==> src/hdl/csma_pkg.sv <==
// ----------------------------------------------------------------------------
// CSMA/CA MAC package
// Shared types, action codes, register indexes and the FCS function.
// ----------------------------------------------------------------------------
package csma_pkg;

   localparam int CW_WIDTH = 11;

   typedef enum logic [3:0] {
      ACT_NONE       = 4'd0,
      ACT_SENSE      = 4'd1,
      ACT_TRANSMIT   = 4'd2,
      ACT_WAIT_ACK   = 4'd3,
      ACT_SEND_ACK   = 4'd4,
      ACT_DELIVER    = 4'd5,
      ACT_SENT_OK    = 4'd6,
      ACT_DROP_RETRY = 4'd7,
      ACT_DROP_BUSY  = 4'd8,
      ACT_QUEUE_FULL = 4'd9
   } action_type;

   typedef enum logic [1:0] {
      MODE_OFFER    = 2'd0,
      MODE_SENSED   = 2'd1,
      MODE_ACK_WAIT = 2'd2,
      MODE_RX_HDR   = 2'd3
   } mode_type;

   typedef enum logic [1:0] {
      PH_IDLE    = 2'd0,
      PH_SENSING = 2'd1,
      PH_WAITING = 2'd2
   } phase_type;

   localparam logic [2:0] REG_OWN_MAC   = 3'd0;
   localparam logic [2:0] REG_SLOT      = 3'd1;
   localparam logic [2:0] REG_SIFS      = 3'd2;
   localparam logic [2:0] REG_DIFS      = 3'd3;
   localparam logic [2:0] REG_PHY_DELAY = 3'd4;
   localparam logic [2:0] REG_THRESHOLD = 3'd5;

   localparam logic [15:0] FC_ACK     = 16'h2B00;
   localparam logic [15:0] FC_DATA    = 16'h0008;
   localparam logic [15:0] FC_STATS   = 16'h2100;
   localparam logic [47:0] ADDR_BCAST = 48'hFFFF_FFFF_FFFF;
   localparam logic [23:0] TIME_MAX   = 24'hFF_FFFF;
   localparam logic [15:0] LFSR_SEED  = 16'hACE1;

   typedef struct packed {
      logic [1:0]         mode;
      logic [7:0]         frame_tag;
      logic [47:0]        dest_addr;
      logic [47:0]        src_addr;
      logic [47:0]        third_addr;
      logic [15:0]        seq_nr;
      logic [15:0]        frame_ctl;
      logic [15:0]        duration;
      logic signed [15:0] power_level;
   } req_type;

   typedef struct packed {
      logic [3:0]  action;
      logic [7:0]  tag_out;
      logic [23:0] time_us;
      logic [47:0] ack_dest;
      logic [47:0] ack_third;
      logic [15:0] ack_duration;
      logic [15:0] ack_seq;
      logic [31:0] ack_fcs;
      logic [1:0]  queue_count;
      logic        last;
   } rsp_type;

   typedef struct packed {
      logic [47:0]        own_mac;
      logic [15:0]        slot_us;
      logic [15:0]        sifs_us;
      logic [15:0]        difs_us;
      logic [15:0]        phy_delay_us;
      logic signed [15:0] power_threshold;
   } cfg_type;

   // Reflected CRC-32 over 24 bytes, first byte in the top bits.
   function automatic logic [31:0] crc32_hdr(input logic [191:0] hdr);
      logic [31:0] c;
      c = 32'hFFFF_FFFF;
      for (int b = 0; b < 24; b++) begin
         c = c ^ {24'd0, hdr[191 - 8*b -: 8]};
         for (int i = 0; i < 8; i++) begin
            c = c[0] ? ((c >> 1) ^ 32'hEDB8_8320) : (c >> 1);
         end
      end
      return ~c;
   endfunction

endpackage

==> src/hdl/csma_ifs.sv <==
// ----------------------------------------------------------------------------
// CSMA/CA MAC channel interfaces
// Request and result channels with valid/ready handshakes.
// ----------------------------------------------------------------------------
interface csma_req_if;
   logic               valid;
   logic               ready;
   logic [1:0]         mode;
   logic [7:0]         frame_tag;
   logic [47:0]        dest_addr;
   logic [47:0]        src_addr;
   logic [47:0]        third_addr;
   logic [15:0]        seq_nr;
   logic [15:0]        frame_ctl;
   logic [15:0]        duration;
   logic signed [15:0] power_level;

   modport source (output valid, mode, frame_tag, dest_addr, src_addr, third_addr, seq_nr,
                   frame_ctl, duration, power_level, input ready);
   modport sink (input valid, mode, frame_tag, dest_addr, src_addr, third_addr, seq_nr,
                 frame_ctl, duration, power_level, output ready);
endinterface

interface csma_rsp_if;
   logic        valid;
   logic        ready;
   logic [3:0]  action;
   logic [7:0]  tag_out;
   logic [23:0] time_us;
   logic [47:0] ack_dest;
   logic [47:0] ack_third;
   logic [15:0] ack_duration;
   logic [15:0] ack_seq;
   logic [31:0] ack_fcs;
   logic [1:0]  queue_count;
   logic        last;

   modport source (output valid, action, tag_out, time_us, ack_dest, ack_third,
                   ack_duration, ack_seq, ack_fcs, queue_count, last, input ready);
   modport sink (input valid, action, tag_out, time_us, ack_dest, ack_third,
                 ack_duration, ack_seq, ack_fcs, queue_count, last, output ready);
endinterface

==> src/hdl/csma_csr.sv <==
// ----------------------------------------------------------------------------
// CSMA/CA MAC configuration registers
// Write-only register file for station address, timings and threshold.
// ----------------------------------------------------------------------------
module csma_csr
   import csma_pkg::*;
(
   input  logic        clock,
   input  logic        reset,
   input  logic        csr_we,
   input  logic [2:0]  csr_index,
   input  logic [47:0] csr_wdata,
   output cfg_type     cfg
);
   cfg_type cfg_ff;

   always_ff @(posedge clock) begin
      if (reset) begin
         cfg_ff.own_mac         <= 48'd0;
         cfg_ff.slot_us         <= 16'd9;
         cfg_ff.sifs_us         <= 16'd16;
         cfg_ff.difs_us         <= 16'd34;
         cfg_ff.phy_delay_us    <= 16'd1;
         cfg_ff.power_threshold <= -16'sd17920;
      end else if (csr_we) begin
         case (csr_index)
            REG_OWN_MAC:   cfg_ff.own_mac         <= csr_wdata;
            REG_SLOT:      cfg_ff.slot_us         <= csr_wdata[15:0];
            REG_SIFS:      cfg_ff.sifs_us         <= csr_wdata[15:0];
            REG_DIFS:      cfg_ff.difs_us         <= csr_wdata[15:0];
            REG_PHY_DELAY: cfg_ff.phy_delay_us    <= csr_wdata[15:0];
            REG_THRESHOLD: cfg_ff.power_threshold <= csr_wdata[15:0];
            default: ;
         endcase
      end
   end

   assign cfg = cfg_ff;
endmodule

==> src/hdl/csma_core.sv <==
// ----------------------------------------------------------------------------
// CSMA/CA MAC event core
// Input register, transmit queue, backoff state and result generation.
// ----------------------------------------------------------------------------
module csma_core
   import csma_pkg::*;
#(
   parameter int QUEUE_DEPTH = 3,
   parameter int RETRY_LIMIT = 10,
   parameter int CW_MIN      = 16,
   parameter int CW_MAX      = 1024
) (
   input  logic    clock,
   input  logic    reset,
   input  logic    in_valid,
   output logic    in_ready,
   input  req_type in_item,
   input  cfg_type cfg,
   input  logic    q_empty,
   output logic    push,
   output logic    push_two,
   output rsp_type res0,
   output rsp_type res1
);
   localparam int FW = $clog2(QUEUE_DEPTH + 1);
   localparam int QI = (QUEUE_DEPTH > 1) ? $clog2(QUEUE_DEPTH) : 1;
   localparam int NX = (QUEUE_DEPTH > 1) ? 1 : 0;
   localparam logic [FW-1:0] DEPTH_V = FW'(QUEUE_DEPTH);
   localparam logic [3:0] LIMIT_V = 4'(RETRY_LIMIT);
   localparam logic [CW_WIDTH:0] CWMAX_V = (CW_WIDTH+1)'(CW_MAX);
   localparam logic [CW_WIDTH-1:0] CWMIN_V = CW_WIDTH'(CW_MIN);

   logic      in_valid_ff;
   req_type   item_ff;
   logic [7:0]      tags_ff  [QUEUE_DEPTH];
   logic [15:0]     seqs_ff  [QUEUE_DEPTH];
   logic            bcast_ff [QUEUE_DEPTH];
   logic [FW-1:0]   fill_ff, fill_in;
   phase_type       phase_ff, phase_in;
   logic [3:0]      att_ff, att_in, busy_ff, busy_in;
   logic [CW_WIDTH-1:0] cw_ff, cw_in;
   logic [23:0]     st_ff, st_in;
   logic            acked_ff, acked_in;
   logic [15:0]     lfsr_ff, lfsr_in;

   logic fire, do_push, do_pop, is_busy, mine, fin_acked, two;
   logic [3:0]  fin_att, fin_busy;
   logic [23:0] fin_st;
   logic [FW-1:0] fill_dec;
   logic [15:0] lfsr_step;
   logic [CW_WIDTH-2:0] bo;
   logic [25:0] bo_prod;
   logic [CW_WIDTH:0] cw_dbl;
   logic [31:0] fcs;
   rsp_type r0, r1;

   function automatic rsp_type mk(input action_type a, input logic [7:0] t,
                                  input logic [23:0] tm, input logic [FW-1:0] f);
      rsp_type r;
      r = '0;
      r.action      = a;
      r.tag_out     = t;
      r.time_us     = tm;
      r.queue_count = 2'(f);
      return r;
   endfunction

   assign fire     = in_valid_ff && q_empty;
   assign in_ready = !in_valid_ff || fire;

   always_ff @(posedge clock) begin
      if (reset) in_valid_ff <= 1'b0;
      else if (in_ready) in_valid_ff <= in_valid;
   end

   always_ff @(posedge clock) begin
      if (in_valid && in_ready) item_ff <= in_item;
   end

   assign is_busy  = item_ff.power_level >= cfg.power_threshold;
   assign mine     = item_ff.dest_addr == cfg.own_mac;
   assign fill_dec = fill_ff - FW'(1);
   assign lfsr_step = {lfsr_ff[0] ^ lfsr_ff[2] ^ lfsr_ff[3] ^ lfsr_ff[5], lfsr_ff[15:1]};
   assign bo       = lfsr_step[CW_WIDTH-2:0] & 10'(cw_ff - CW_WIDTH'(1));
   assign bo_prod  = 26'(bo) * 26'(cfg.slot_us);
   assign cw_dbl   = {cw_ff, 1'b0};
   assign fcs = crc32_hdr({FC_ACK[7:0], FC_ACK[15:8],
                           item_ff.duration[7:0], item_ff.duration[15:8],
                           item_ff.src_addr, cfg.own_mac, item_ff.third_addr,
                           item_ff.seq_nr[7:0], item_ff.seq_nr[15:8]});

   always_comb begin
      fill_in = fill_ff; phase_in = phase_ff; att_in = att_ff; busy_in = busy_ff;
      cw_in = cw_ff; st_in = st_ff; acked_in = acked_ff; lfsr_in = lfsr_ff;
      do_push = 1'b0; do_pop = 1'b0; two = 1'b0;
      fin_acked = acked_ff; fin_att = att_ff; fin_busy = busy_ff; fin_st = st_ff;
      r0 = mk(ACT_NONE, 8'd0, 24'd0, fill_ff);
      r1 = mk(ACT_NONE, 8'd0, 24'd0, fill_ff);
      case (mode_type'(item_ff.mode))
         MODE_OFFER: begin
            if (fill_ff >= DEPTH_V) begin
               r0 = mk(ACT_QUEUE_FULL, item_ff.frame_tag, 24'd0, fill_ff);
            end else begin
               do_push = 1'b1;
               fill_in = fill_ff + FW'(1);
               if (phase_ff == PH_IDLE) begin
                  att_in = 4'd0; busy_in = 4'd0; acked_in = 1'b0;
                  st_in = {8'd0, cfg.difs_us}; phase_in = PH_SENSING;
                  r0 = mk(ACT_SENSE, (fill_ff == '0) ? item_ff.frame_tag : tags_ff[0],
                          {8'd0, cfg.difs_us}, fill_in);
               end else begin
                  r0 = mk(ACT_NONE, item_ff.frame_tag, 24'd0, fill_in);
               end
            end
         end
         MODE_SENSED, MODE_ACK_WAIT: begin
            if (item_ff.mode == MODE_SENSED && phase_ff == PH_SENSING && fill_ff != '0) begin
               if (!bcast_ff[0]) begin
                  busy_in = (busy_ff == 4'hF) ? busy_ff : busy_ff + 4'd1;
               end
               fin_busy = busy_in;
               if (!acked_ff && !is_busy) begin
                  att_in = att_ff + 4'd1;
                  if (bcast_ff[0]) acked_in = 1'b1;
                  phase_in = PH_WAITING;
                  two = 1'b1;
                  r0 = mk(ACT_TRANSMIT, tags_ff[0], 24'd0, fill_ff);
                  r1 = mk(ACT_WAIT_ACK, tags_ff[0],
                          24'({2'd0, cfg.sifs_us} + {2'd0, cfg.slot_us} +
                              {2'd0, cfg.phy_delay_us}), fill_ff);
               end else begin
                  if (!acked_ff) begin
                     lfsr_in = lfsr_step;
                     cw_in = (cw_dbl >= CWMAX_V) ? CW_WIDTH'(CWMAX_V) : cw_dbl[CW_WIDTH-1:0];
                     st_in = (bo_prod > {2'd0, TIME_MAX}) ? TIME_MAX : bo_prod[23:0];
                     fin_st = st_in;
                  end
                  do_pop = 1'b1;
               end
            end else if (item_ff.mode == MODE_ACK_WAIT && phase_ff == PH_WAITING &&
                         fill_ff != '0) begin
               do_pop = 1'b1;
            end
            // Finish the head frame or sense again after a backoff.
            if (do_pop) begin
               if (fin_acked) begin
                  cw_in = CWMIN_V;
                  r0 = mk(ACT_SENT_OK, tags_ff[0], 24'd0, fill_dec);
               end else if (fin_att >= LIMIT_V) begin
                  r0 = mk(ACT_DROP_RETRY, tags_ff[0], 24'd0, fill_dec);
               end else if (fin_busy >= LIMIT_V) begin
                  r0 = mk(ACT_DROP_BUSY, tags_ff[0], 24'd0, fill_dec);
               end else begin
                  do_pop = 1'b0;
                  phase_in = PH_SENSING;
                  r0 = mk(ACT_SENSE, tags_ff[0], fin_st, fill_ff);
               end
               if (do_pop) begin
                  fill_in = fill_dec;
                  acked_in = 1'b0;
                  if (fill_dec == '0) begin
                     phase_in = PH_IDLE;
                  end else begin
                     att_in = 4'd0; busy_in = 4'd0;
                     st_in = {8'd0, cfg.difs_us}; phase_in = PH_SENSING;
                     two = 1'b1;
                     r1 = mk(ACT_SENSE, tags_ff[NX], {8'd0, cfg.difs_us}, fill_dec);
                  end
               end
            end
         end
         default: begin
            if (mine && (item_ff.frame_ctl == FC_DATA ||
                         item_ff.frame_ctl == FC_STATS)) begin
               r0 = mk(ACT_SEND_ACK, item_ff.frame_tag, 24'd0, fill_ff);
               r0.ack_dest     = item_ff.src_addr;
               r0.ack_third    = item_ff.third_addr;
               r0.ack_duration = item_ff.duration;
               r0.ack_seq      = item_ff.seq_nr;
               r0.ack_fcs      = fcs;
               if (item_ff.frame_ctl == FC_DATA) begin
                  two = 1'b1;
                  r1 = mk(ACT_DELIVER, item_ff.frame_tag, 24'd0, fill_ff);
               end
            end else if (mine && item_ff.frame_ctl == FC_ACK && fill_ff != '0 &&
                         item_ff.seq_nr == seqs_ff[0]) begin
               acked_in = 1'b1;
            end
         end
      endcase
      r0.last = !two;
      r1.last = 1'b1;
   end

   always_ff @(posedge clock) begin
      if (reset) begin
         fill_ff  <= '0;
         phase_ff <= PH_IDLE;
         att_ff   <= 4'd0;
         busy_ff  <= 4'd0;
         cw_ff    <= CWMIN_V;
         st_ff    <= 24'd0;
         acked_ff <= 1'b0;
         lfsr_ff  <= LFSR_SEED;
      end else if (fire) begin
         fill_ff  <= fill_in;
         phase_ff <= phase_in;
         att_ff   <= att_in;
         busy_ff  <= busy_in;
         cw_ff    <= cw_in;
         st_ff    <= st_in;
         acked_ff <= acked_in;
         lfsr_ff  <= lfsr_in;
      end
   end

   // Queue entries: written at the fill position, shifted down on a pop.
   always_ff @(posedge clock) begin
      if (fire && do_push) begin
         tags_ff[fill_ff[QI-1:0]]  <= item_ff.frame_tag;
         seqs_ff[fill_ff[QI-1:0]]  <= item_ff.seq_nr;
         bcast_ff[fill_ff[QI-1:0]] <= item_ff.dest_addr == ADDR_BCAST;
      end else if (fire && do_pop) begin
         for (int i = 0; i < QUEUE_DEPTH - 1; i++) begin
            tags_ff[i]  <= tags_ff[i+1];
            seqs_ff[i]  <= seqs_ff[i+1];
            bcast_ff[i] <= bcast_ff[i+1];
         end
      end
   end

   assign push     = fire;
   assign push_two = two;
   assign res0     = r0;
   assign res1     = r1;
endmodule

==> src/hdl/csma_rspq.sv <==
// ----------------------------------------------------------------------------
// CSMA/CA MAC result buffer
// Holds the one or two results of a request until the sink takes them.
// ----------------------------------------------------------------------------
module csma_rspq
   import csma_pkg::*;
(
   input  logic    clock,
   input  logic    reset,
   input  logic    push,
   input  logic    push_two,
   input  rsp_type res0,
   input  rsp_type res1,
   output logic    empty,
   output logic    out_valid,
   input  logic    out_ready,
   output rsp_type out_data
);
   rsp_type   e0_ff, e1_ff;
   logic [1:0] cnt_ff;

   // The core only pushes into an empty buffer.
   always_ff @(posedge clock) begin
      if (reset) begin
         cnt_ff <= 2'd0;
      end else if (push) begin
         cnt_ff <= push_two ? 2'd2 : 2'd1;
      end else if (out_valid && out_ready) begin
         cnt_ff <= cnt_ff - 2'd1;
      end
   end

   always_ff @(posedge clock) begin
      if (push) begin
         e0_ff <= res0;
         e1_ff <= res1;
      end else if (out_valid && out_ready) begin
         e0_ff <= e1_ff;
      end
   end

   assign empty     = cnt_ff == 2'd0;
   assign out_valid = !empty;
   assign out_data  = e0_ff;
endmodule

==> src/hdl/csma_ca_mac_controller.sv <==
// ----------------------------------------------------------------------------
// CSMA/CA MAC controller
// Event-driven CSMA/CA MAC with binary exponential backoff and ack FCS.
// ----------------------------------------------------------------------------
// Each request is one MAC event and gives one or two results. A request is
// registered, evaluated in one pass and its results are placed in a two-entry
// result buffer; the next request is evaluated once that buffer has drained,
// so a stall of the result sink holds back the requests behind it.
module csma_ca_mac_controller
   import csma_pkg::*;
#(
   parameter int QUEUE_DEPTH = 3,
   parameter int RETRY_LIMIT = 10,
   parameter int CW_MIN      = 16,
   parameter int CW_MAX      = 1024
) (
   input  logic        clock,
   input  logic        reset,
   csma_req_if.sink    req_ch,
   csma_rsp_if.source  rsp_ch,
   input  logic        csr_we,
   input  logic [2:0]  csr_index,
   input  logic [47:0] csr_wdata
);
   cfg_type cfg;
   req_type item;
   rsp_type res0, res1, out_data;
   logic    q_empty, push, push_two;

   assign item.mode          = req_ch.mode;
   assign item.frame_tag     = req_ch.frame_tag;
   assign item.dest_addr     = req_ch.dest_addr;
   assign item.src_addr      = req_ch.src_addr;
   assign item.third_addr    = req_ch.third_addr;
   assign item.seq_nr        = req_ch.seq_nr;
   assign item.frame_ctl     = req_ch.frame_ctl;
   assign item.duration      = req_ch.duration;
   assign item.power_level   = req_ch.power_level;

   csma_csr u_csr (
      .clock, .reset, .csr_we, .csr_index, .csr_wdata, .cfg
   );

   csma_core #(
      .QUEUE_DEPTH(QUEUE_DEPTH), .RETRY_LIMIT(RETRY_LIMIT),
      .CW_MIN(CW_MIN), .CW_MAX(CW_MAX)
   ) u_core (
      .clock, .reset,
      .in_valid(req_ch.valid), .in_ready(req_ch.ready), .in_item(item), .cfg,
      .q_empty, .push, .push_two, .res0, .res1
   );

   csma_rspq u_rspq (
      .clock, .reset, .push, .push_two, .res0, .res1, .empty(q_empty),
      .out_valid(rsp_ch.valid), .out_ready(rsp_ch.ready), .out_data
   );

   assign rsp_ch.action       = out_data.action;
   assign rsp_ch.tag_out      = out_data.tag_out;
   assign rsp_ch.time_us      = out_data.time_us;
   assign rsp_ch.ack_dest     = out_data.ack_dest;
   assign rsp_ch.ack_third    = out_data.ack_third;
   assign rsp_ch.ack_duration = out_data.ack_duration;
   assign rsp_ch.ack_seq      = out_data.ack_seq;
   assign rsp_ch.ack_fcs      = out_data.ack_fcs;
   assign rsp_ch.queue_count  = out_data.queue_count;
   assign rsp_ch.last         = out_data.last;
endmodule

==> src/flat_wrapper.sv <==
// flat-port wrapper written by rule: the top's interface ports become plain ports
module csma_ca_mac_controller_flat import csma_pkg::*;
#(
   parameter int QUEUE_DEPTH = 3,
   parameter int RETRY_LIMIT = 10,
   parameter int CW_MIN      = 16,
   parameter int CW_MAX      = 1024
)
  (clock, reset, csr_we, csr_index, csr_wdata, req_ch_valid, req_ch_mode, req_ch_frame_tag, req_ch_dest_addr, req_ch_src_addr, req_ch_third_addr, req_ch_seq_nr, req_ch_frame_ctl, req_ch_duration, req_ch_power_level, req_ch_ready, rsp_ch_valid, rsp_ch_action, rsp_ch_tag_out, rsp_ch_time_us, rsp_ch_ack_dest, rsp_ch_ack_third, rsp_ch_ack_duration, rsp_ch_ack_seq, rsp_ch_ack_fcs, rsp_ch_queue_count, rsp_ch_last, rsp_ch_ready);
  csma_req_if req_ch_i ();
  csma_rsp_if rsp_ch_i ();
  input  logic clock;
  input  logic reset;
  input  logic csr_we;
  input  logic [2:0] csr_index;
  input  logic [47:0] csr_wdata;
  input wire logic [$bits(req_ch_i.valid)-1:0] req_ch_valid;
  input wire logic [$bits(req_ch_i.mode)-1:0] req_ch_mode;
  input wire logic [$bits(req_ch_i.frame_tag)-1:0] req_ch_frame_tag;
  input wire logic [$bits(req_ch_i.dest_addr)-1:0] req_ch_dest_addr;
  input wire logic [$bits(req_ch_i.src_addr)-1:0] req_ch_src_addr;
  input wire logic [$bits(req_ch_i.third_addr)-1:0] req_ch_third_addr;
  input wire logic [$bits(req_ch_i.seq_nr)-1:0] req_ch_seq_nr;
  input wire logic [$bits(req_ch_i.frame_ctl)-1:0] req_ch_frame_ctl;
  input wire logic [$bits(req_ch_i.duration)-1:0] req_ch_duration;
  input wire logic [$bits(req_ch_i.power_level)-1:0] req_ch_power_level;
  output wire logic [$bits(req_ch_i.ready)-1:0] req_ch_ready;
  output wire logic [$bits(rsp_ch_i.valid)-1:0] rsp_ch_valid;
  output wire logic [$bits(rsp_ch_i.action)-1:0] rsp_ch_action;
  output wire logic [$bits(rsp_ch_i.tag_out)-1:0] rsp_ch_tag_out;
  output wire logic [$bits(rsp_ch_i.time_us)-1:0] rsp_ch_time_us;
  output wire logic [$bits(rsp_ch_i.ack_dest)-1:0] rsp_ch_ack_dest;
  output wire logic [$bits(rsp_ch_i.ack_third)-1:0] rsp_ch_ack_third;
  output wire logic [$bits(rsp_ch_i.ack_duration)-1:0] rsp_ch_ack_duration;
  output wire logic [$bits(rsp_ch_i.ack_seq)-1:0] rsp_ch_ack_seq;
  output wire logic [$bits(rsp_ch_i.ack_fcs)-1:0] rsp_ch_ack_fcs;
  output wire logic [$bits(rsp_ch_i.queue_count)-1:0] rsp_ch_queue_count;
  output wire logic [$bits(rsp_ch_i.last)-1:0] rsp_ch_last;
  input wire logic [$bits(rsp_ch_i.ready)-1:0] rsp_ch_ready;
  assign req_ch_i.valid = req_ch_valid;
  assign req_ch_i.mode = req_ch_mode;
  assign req_ch_i.frame_tag = req_ch_frame_tag;
  assign req_ch_i.dest_addr = req_ch_dest_addr;
  assign req_ch_i.src_addr = req_ch_src_addr;
  assign req_ch_i.third_addr = req_ch_third_addr;
  assign req_ch_i.seq_nr = req_ch_seq_nr;
  assign req_ch_i.frame_ctl = req_ch_frame_ctl;
  assign req_ch_i.duration = req_ch_duration;
  assign req_ch_i.power_level = req_ch_power_level;
  assign req_ch_ready = req_ch_i.ready;
  assign rsp_ch_valid = rsp_ch_i.valid;
  assign rsp_ch_action = rsp_ch_i.action;
  assign rsp_ch_tag_out = rsp_ch_i.tag_out;
  assign rsp_ch_time_us = rsp_ch_i.time_us;
  assign rsp_ch_ack_dest = rsp_ch_i.ack_dest;
  assign rsp_ch_ack_third = rsp_ch_i.ack_third;
  assign rsp_ch_ack_duration = rsp_ch_i.ack_duration;
  assign rsp_ch_ack_seq = rsp_ch_i.ack_seq;
  assign rsp_ch_ack_fcs = rsp_ch_i.ack_fcs;
  assign rsp_ch_queue_count = rsp_ch_i.queue_count;
  assign rsp_ch_last = rsp_ch_i.last;
  assign rsp_ch_i.ready = rsp_ch_ready;
  csma_ca_mac_controller #(.QUEUE_DEPTH(QUEUE_DEPTH), .RETRY_LIMIT(RETRY_LIMIT), .CW_MIN(CW_MIN), .CW_MAX(CW_MAX)) u_core (.clock(clock), .reset(reset), .req_ch(req_ch_i), .rsp_ch(rsp_ch_i), .csr_we(csr_we), .csr_index(csr_index), .csr_wdata(csr_wdata));
endmodule
==> config.mk <==
export PLATFORM = sky130hd
export DESIGN_NAME = csma_ca_mac_controller_flat
export DESIGN_NICKNAME = d
export VERILOG_FILES = /design/src/hdl/csma_pkg.sv /design/src/hdl/csma_ifs.sv /design/src/hdl/csma_csr.sv /design/src/hdl/csma_core.sv /design/src/hdl/csma_rspq.sv /design/src/hdl/csma_ca_mac_controller.sv /design/src/flat_wrapper.sv
export SDC_FILE = /design/constraint.sdc
export NUM_CORES = 2
export LEC_CHECK = 0
export ABC_AREA = 1
export BUFFER_PORTS_ARGS = -buffer_cell sky130_fd_sc_hd__buf_2
export CORE_ASPECT_RATIO = 1.25
export CORE_UTILIZATION = 29
export CTS_CLUSTER_DIAMETER = 150
export DETAILED_ROUTE_END_ITERATION = 10
export SETUP_SLACK_MARGIN = 0.2
export SYNTH_ARGS = -nofsm -noshare
export SYNTH_HDL_FRONTEND = slang
export SYNTH_SLANG_ARGS = --single-unit
==> constraint.sdc <==
create_clock -name clock -period 16.54 [get_ports clock]
set_input_delay 3.308 -clock clock [delete_from_list [all_inputs] [get_ports clock]]
set_output_delay 3.308 -clock clock [all_outputs]
set_load 0.02 [all_outputs]
# --- Word level (Yosys, flattened, before mapping) ---
# Memory sizes are Yosys's and may differ from the RTL's.
# Cells that the tools add are included.
classes:
  n_eq_ne: 21
  multipliers: 1
  n_mux: 294
  add_sub_neg: 8
  reduce_logical: 46
  n_lt_le_gt_ge: 6
  n_bitwise: 205
ops:
  columns: ["cell", "count"]
  rows:
  - ["$mux W32", 176]
  - ["$not A13 Y14", 175]
  - ["$mux W199", 12]
  - ["$pmux W199 S2", 2]
  - ["$xor A32 B8 Y32", 21]
  - ["$mux W198", 3]
  - ["$mux W197", 2]
  - ["$mux W24", 11]
  - ["$mux W196", 1]
  - ["$mux W11", 6]
  - ["$mux W4", 14]
  - ["$eq A48 B48 Y1", 1]
  - ["$eq A48 B48 Y1 const B", 1]
  - ["$pmux W24 S2", 1]
  - ["$mux W1", 39]
  - ["$mux W2", 18]
  - ["$eq A16 B14 Y1 const B", 2]
  - ["$not A32 Y32", 1]
  - ["$gt A26 B24 Y1 const B", 1]
  - ["$mul A10 B16 Y26", 1]
  - ["$add A17 B16 Y18", 1]
  - ["$add A16 B16 Y17", 1]
  - ["$eq A16 B16 Y1", 1]
  - ["$eq A16 B4 Y1 const B", 1]
  - ["other kinds (40)", 89]
word_totals:
  in_bits: 274
  mem_count: 3
  ram_bits: 75
  output_inout_bits: 201
  register_bits: 810
mem_list:
  columns: ["memory", "words", "width", "read_ports", "rd_clocked_by_memory_dff", "wr", "line_no", "text"]
  rows:
  - ["u_core.u_core.seqs_ff", 3, 16, 3, 0, 2, "csma_core.sv:36", "logic [15:0] seqs_ff [QUEUE_DEPTH];"]
  - ["u_core.u_core.tags_ff", 3, 8, 3, 0, 2, "csma_core.sv:35", "logic [7:0] tags_ff [QUEUE_DEPTH];"]
  - ["u_core.u_core.bcast_ff", 3, 1, 3, 0, 2, "csma_core.sv:37", "logic bcast_ff [QUEUE_DEPTH];"]

# --- Depth between registers and ports, before layout ---
depth:
  word_depth: 378
  ltp_mapped: 131
  depth_no_buf: 128

# --- By module ---
# From an unflattened synthesis, not the netlist that was laid out.
hier_totals:
  cells_unflattened: 10722
  area_unflattened_um2: 75254.7
modules_own_cells:
  columns: ["module", "n_inst", "cells_per_inst", "area_per_inst_um2"]
  rows:
  - ["csma_core", 1, 8910, 55255.5]
  - ["csma_rspq", 1, 1062, 14686.6]
  - ["csma_csr", 1, 750, 5312.6]

# --- Worst setup path after synthesis ---
# No wires, ideal clock.
synth_timing:
  path_type: "input-to-reg"
  start: "in req_ch_valid"
  end: "reg u_core.u_core.item_ff[0] (netlist bit) (enable)"
  slack_ps: 1860
  path_stages: 2
  n_path_buf: 0
  setup_ps: 869
  arrival_time_ps: 13811
  required_ps: 15671
  cell_sequence: "inv_1 a21oi_1"
synth_via:
  elab_chain_len: 1
synth_lines:
  columns: ["item", "line_no", "text"]
  rows:
  - ["from (decl)", "flat_wrapper.sv:17", "input wire logic [$bits(req_ch_i.valid)-1:0] req_ch_valid;"]
  - ["$logic_and A1 B1 Y1", "csma_core.sv:77", "if (in_valid && in_ready) item_ff <= in_item;"]
  - ["to (signal assigned)", "csma_core.sv:77", null]
  - ["to (decl)", "csma_core.sv:34", "req_type item_ff;"]
# Every way passes these cells.
# A chain may end at the register's enable or synchronous reset.

# --- Worst setup path after layout ---
layout_timing:
  start: "reg u_core.u_core.item_ff[19] (netlist bit)"
  end: "reg u_core.u_rspq.e0_ff, in the netlist u_core.u_rspq.out_data[27] (data pin)"
layout_via:
  elab_chain_len: 270
layout_lines:
  columns: ["item", "line_no", "text"]
  rows:
  - ["$mux W32 * (8 in a row)", "csma_pkg.sv:90", "c = c[0] ? ((c >> 1) ^ 32'hEDB8_8320) : (c >> 1);"]
  - ["$xor A32 B8 Y32 *", "csma_pkg.sv:88", "c = c ^ {24'd0, hdr[191 - 8*b -: 8]};"]
  - ["$mux W32 * (2 in a row)", "csma_pkg.sv:90", null]
  - ["$not A13 Y14 (no line) or $xor A32 B8 Y32 (tied branches)", null, null]
  - ["$mux W32 *", "csma_pkg.sv:90", null]
  - ["$not A13 Y14 (no line) or $mux W32 (tied branches)", null, null]
  - ["$mux W32 * (2 in a row)", "csma_pkg.sv:90", null]
  - ["$not A13 Y14 (no line) or $mux W32 (tied branches)", null, null]
  - ["[244 not listed]", null, null]
  - ["$not A13 Y14 (no line)", null, null]
  - ["$mux W32 * (2 in a row)", "csma_pkg.sv:90", null]
  - ["$not A13 Y14 (no line)", null, null]
  - ["$mux W32 *", "csma_pkg.sv:90", null]
  - ["$not A32 Y32 *", "csma_pkg.sv:93", "return ~c;"]
  - ["$mux W198 *", "csma_core.sv:173", "if (mine && (item_ff.frame_ctl == FC_DATA ||"]
  - ["$pmux W199 S2 *", "csma_core.sv:99", "case (mode_type'(item_ff.mode))"]
  - ["$mux W199 *", "csma_rspq.sv:34", "if (push) begin"]
  - ["to (signal assigned)", "csma_rspq.sv:35", "e0_ff <= res0;"]
  - ["to (decl)", "csma_rspq.sv:19", "rsp_type e0_ff, e1_ff;"]
# Mark *: on every way between the ends. The rest lies on a longest branch, timed or not.

==> results.cfg <==
[cts]
cts_sinks = 718
clockRootBuffer = clkbuf_16
worstSkewPairLatency_ns = 0.72
clock_path_buffers = 3
cts_buffers = 81
ctsHoldBuffers = 0
cts_max_level = 3
cts_tree = built
clk_pin_slew_worst_paths_ns = 0.06

[die]
die_w_um = 421
coreArea_um2 = 217000
rows = 191
initial_core_util_pct = 29.3
die_y_um = 525
ios = 475
die_area_um2 = 221000

[worst_setup_path]
end_kind = flop
cpPeakStageDelay_ns = 0.58
cp_num_buf_inv = 13
worstPathArrival_ns = 15.24
critPathMaxFanout = 12
r2r_slack_ns = 1.74
cpMaxStageDelayCell = edfxtp_1
worstSetupPathType = flop to flop
startpoint_type = flop
critPathRequiredTime_ns = 16.98
cpMostUsedCell = nand2_1
path_delay_family = simple AND/OR/NAND/NOR gates

[drt]
final_antenna_net_count = 0
drtPass1Iterations = 8
wl_per_cell_um = 19.7
highest_layer = met5
drt_wl_total_mm = 248
met1_length_mm = 105
drc = 0
met2_length_mm = 113
met3WireLength_mm = 17.6
num_vias = 62200
routed_via_density = 4.94
initialDrtViolationCount = 5523

[timing]
fin_crit_sh_pct = 89.5
fmax_mhz = 67.5
period_needed_ns = 14.80
fin_skew_ns = 0.0617
setup_ws_ns = 1.74
final-hold-violation-count = 0
slew_violations = 0
setup_viol = 0
maxSlewHeadroom_pct = 22.2
tns_ns = 0
rsz0062_at_grt = false
worstMarginPinSlew_ns = 1.16

[yosys]
ys.flop_type = edfxtp_1
synth_top_family_by_area = simple AND/OR/NAND/NOR gates
synthAdderAreaFrac_pct = 6.07
ys_types = 71
yosysWarnings = 0
ys_seq_elements = 718
syn-cell-area_um2 = 63600
syn_avg_cell_area_um2 = 6.94
synth-simple-area-share_pct = 43.3
seq_area_frac_synth_pct = 30.9
synth_compound_area_share_pct = 5.91
synth-xor-area-share_pct = 6.44
syn-instance-count = 9156
synth-edff-count = 523
async_flop_share_pct = 0
synth.mux.area_fraction_pct = 0.0157
synthesis.nets = 9662

[place]
port_buffers = 474
place_congestion = 1.02
post-place-ws_ns = 1.74
dpl.hpwl_mm = 201
placedCellCount = 12400

[layout]
layout_commonest_cell = nand2_1
nets = 10100
syn_to_final_growth_pct = 13.6
layout_common_cells = 3252 x nand2_1, 1166 x nand3_1, 954 x inv_1
drive_gt1_share_pct = 16.8
stdcell_count = 12600

[min_path]
hold_path.class = flop to flop

[global_route]
antenna_found_initial = 29
grt_pass1_wl_mm = 365
grt_max_degree = 78
grt.overflow.total = 0
grt_usage_pct = 21.8
grt_pass1_vias = 57500

[status]
status = completed

[job]
max-cap-violations = 0
tightest hold or removal path: stages, from the launching register on:
cell and delay, ns:
dfxtp_1 0.30, inv_1 0.07, a21oi_1 0.06
metal layers:
layer	track usage [%]	up-vias
met5	0	-
met4	9.50	18
met3	3.29	458
met2	35.9	2367
met1	27.9	29000
li1	-	30400
timing repair:
action | in CTS | in global routing
endpoints found under the setup margin | 0 | 15
resized for setup | 0 | 2
setup buffers | 0 | 4
final timing paths:
path / start / endpoint / cells after the start
setup / recovery: u_core.u_core.item_ff[19]$_DFFE_PP_ / u_core.u_rspq.out_data[27]$_SDFFCE_PN0P_ / 111
hold / removal: u_core.u_csr.cfg[4]$_SDFFE_PP0P_ / u_core.u_csr.cfg[4]$_SDFFE_PP0P_ / 2
setup reg to reg: u_core.u_core.item_ff[19]$_DFFE_PP_ / u_core.u_rspq.out_data[27]$_SDFFCE_PN0P_ / 111
hold reg to reg: u_core.u_csr.cfg[4]$_SDFFE_PP0P_ / u_core.u_csr.cfg[4]$_SDFFE_PP0P_ / 2
cell usage after synthesis (127+ instances only):
master	count	area, µm²
edfxtp_1	523	15700
nor2_1	470	1760
a21oi_1	230	1150
dfxtp_1	195	3900
xor2_1	335	2930
inv_1	955	3580
nand3_2	132	1320
nand2_1	3255	12200
o21ai_0	286	1430
nand2_2	459	2870
nand2_4	170	1910
fa_1	127	2540
nand3_1	1168	5850
cell type report:
type                            instances  area [µm²]
Fill cell                           23400      145000
Multi-Input combinational cell       7219       39300
Sequential cell                       718       19600
Inverter                             1088        4150
Tap cell                             2895        3620
Timing Repair Buffer                  514        2670
Clock buffer                          103        2220
Clock inverter                         47         644
Antenna cell                            6        15.0
logic make-up after synthesis:
kind of cell	after synthesis
compound gates	668
xor+xnor	454
fa+ha+maj	232
buf+inv	1219
flops	718
mux	1
simple gates	5864
metrics by stage:
step / utilization, % / hold slack [ns] / cell area [µm²]
5_1_grt: 33.2 / 0.471 / 72200
6_report: 33.2 / 0.461 / 72200
3_5_place_dp: 31.9 / 0.453 / 69300
4_1_cts: 33.2 / 0.462 / 72200
3_3_place_gp: 31.9 / 0.438 / 69300
2_1_floorplan: - / 0.429 / 63600
sequential cells by signal (all words and copies together) (netlist names):
register,cells
u_core.u_core.tags_ff,24
u_core.u_core.seqs_ff,48
u_core.u_rspq.cnt_ff,2
u_core.u_core.in_valid_ff,1
u_core.u_core.busy_ff,4
u_core.u_csr.cfg,128
u_core.u_core.att_ff,4
u_core.u_core.cw_ff,11
u_core.u_rspq.out_data,199
u_core.u_core.lfsr_ff,16
u_core.u_core.phase_ff,2
u_core.u_core.item_ff,218
u_core.u_rspq.e1_ff,31
u_core.u_core.st_ff,24
u_core.u_core.acked_ff,1
u_core.u_core.fill_ff,2
u_core.u_core.bcast_ff,3
Power is left out: the tool's default activity adds up to more than one toggle a clock period on the data nets, which glitch-free logic cannot reach.
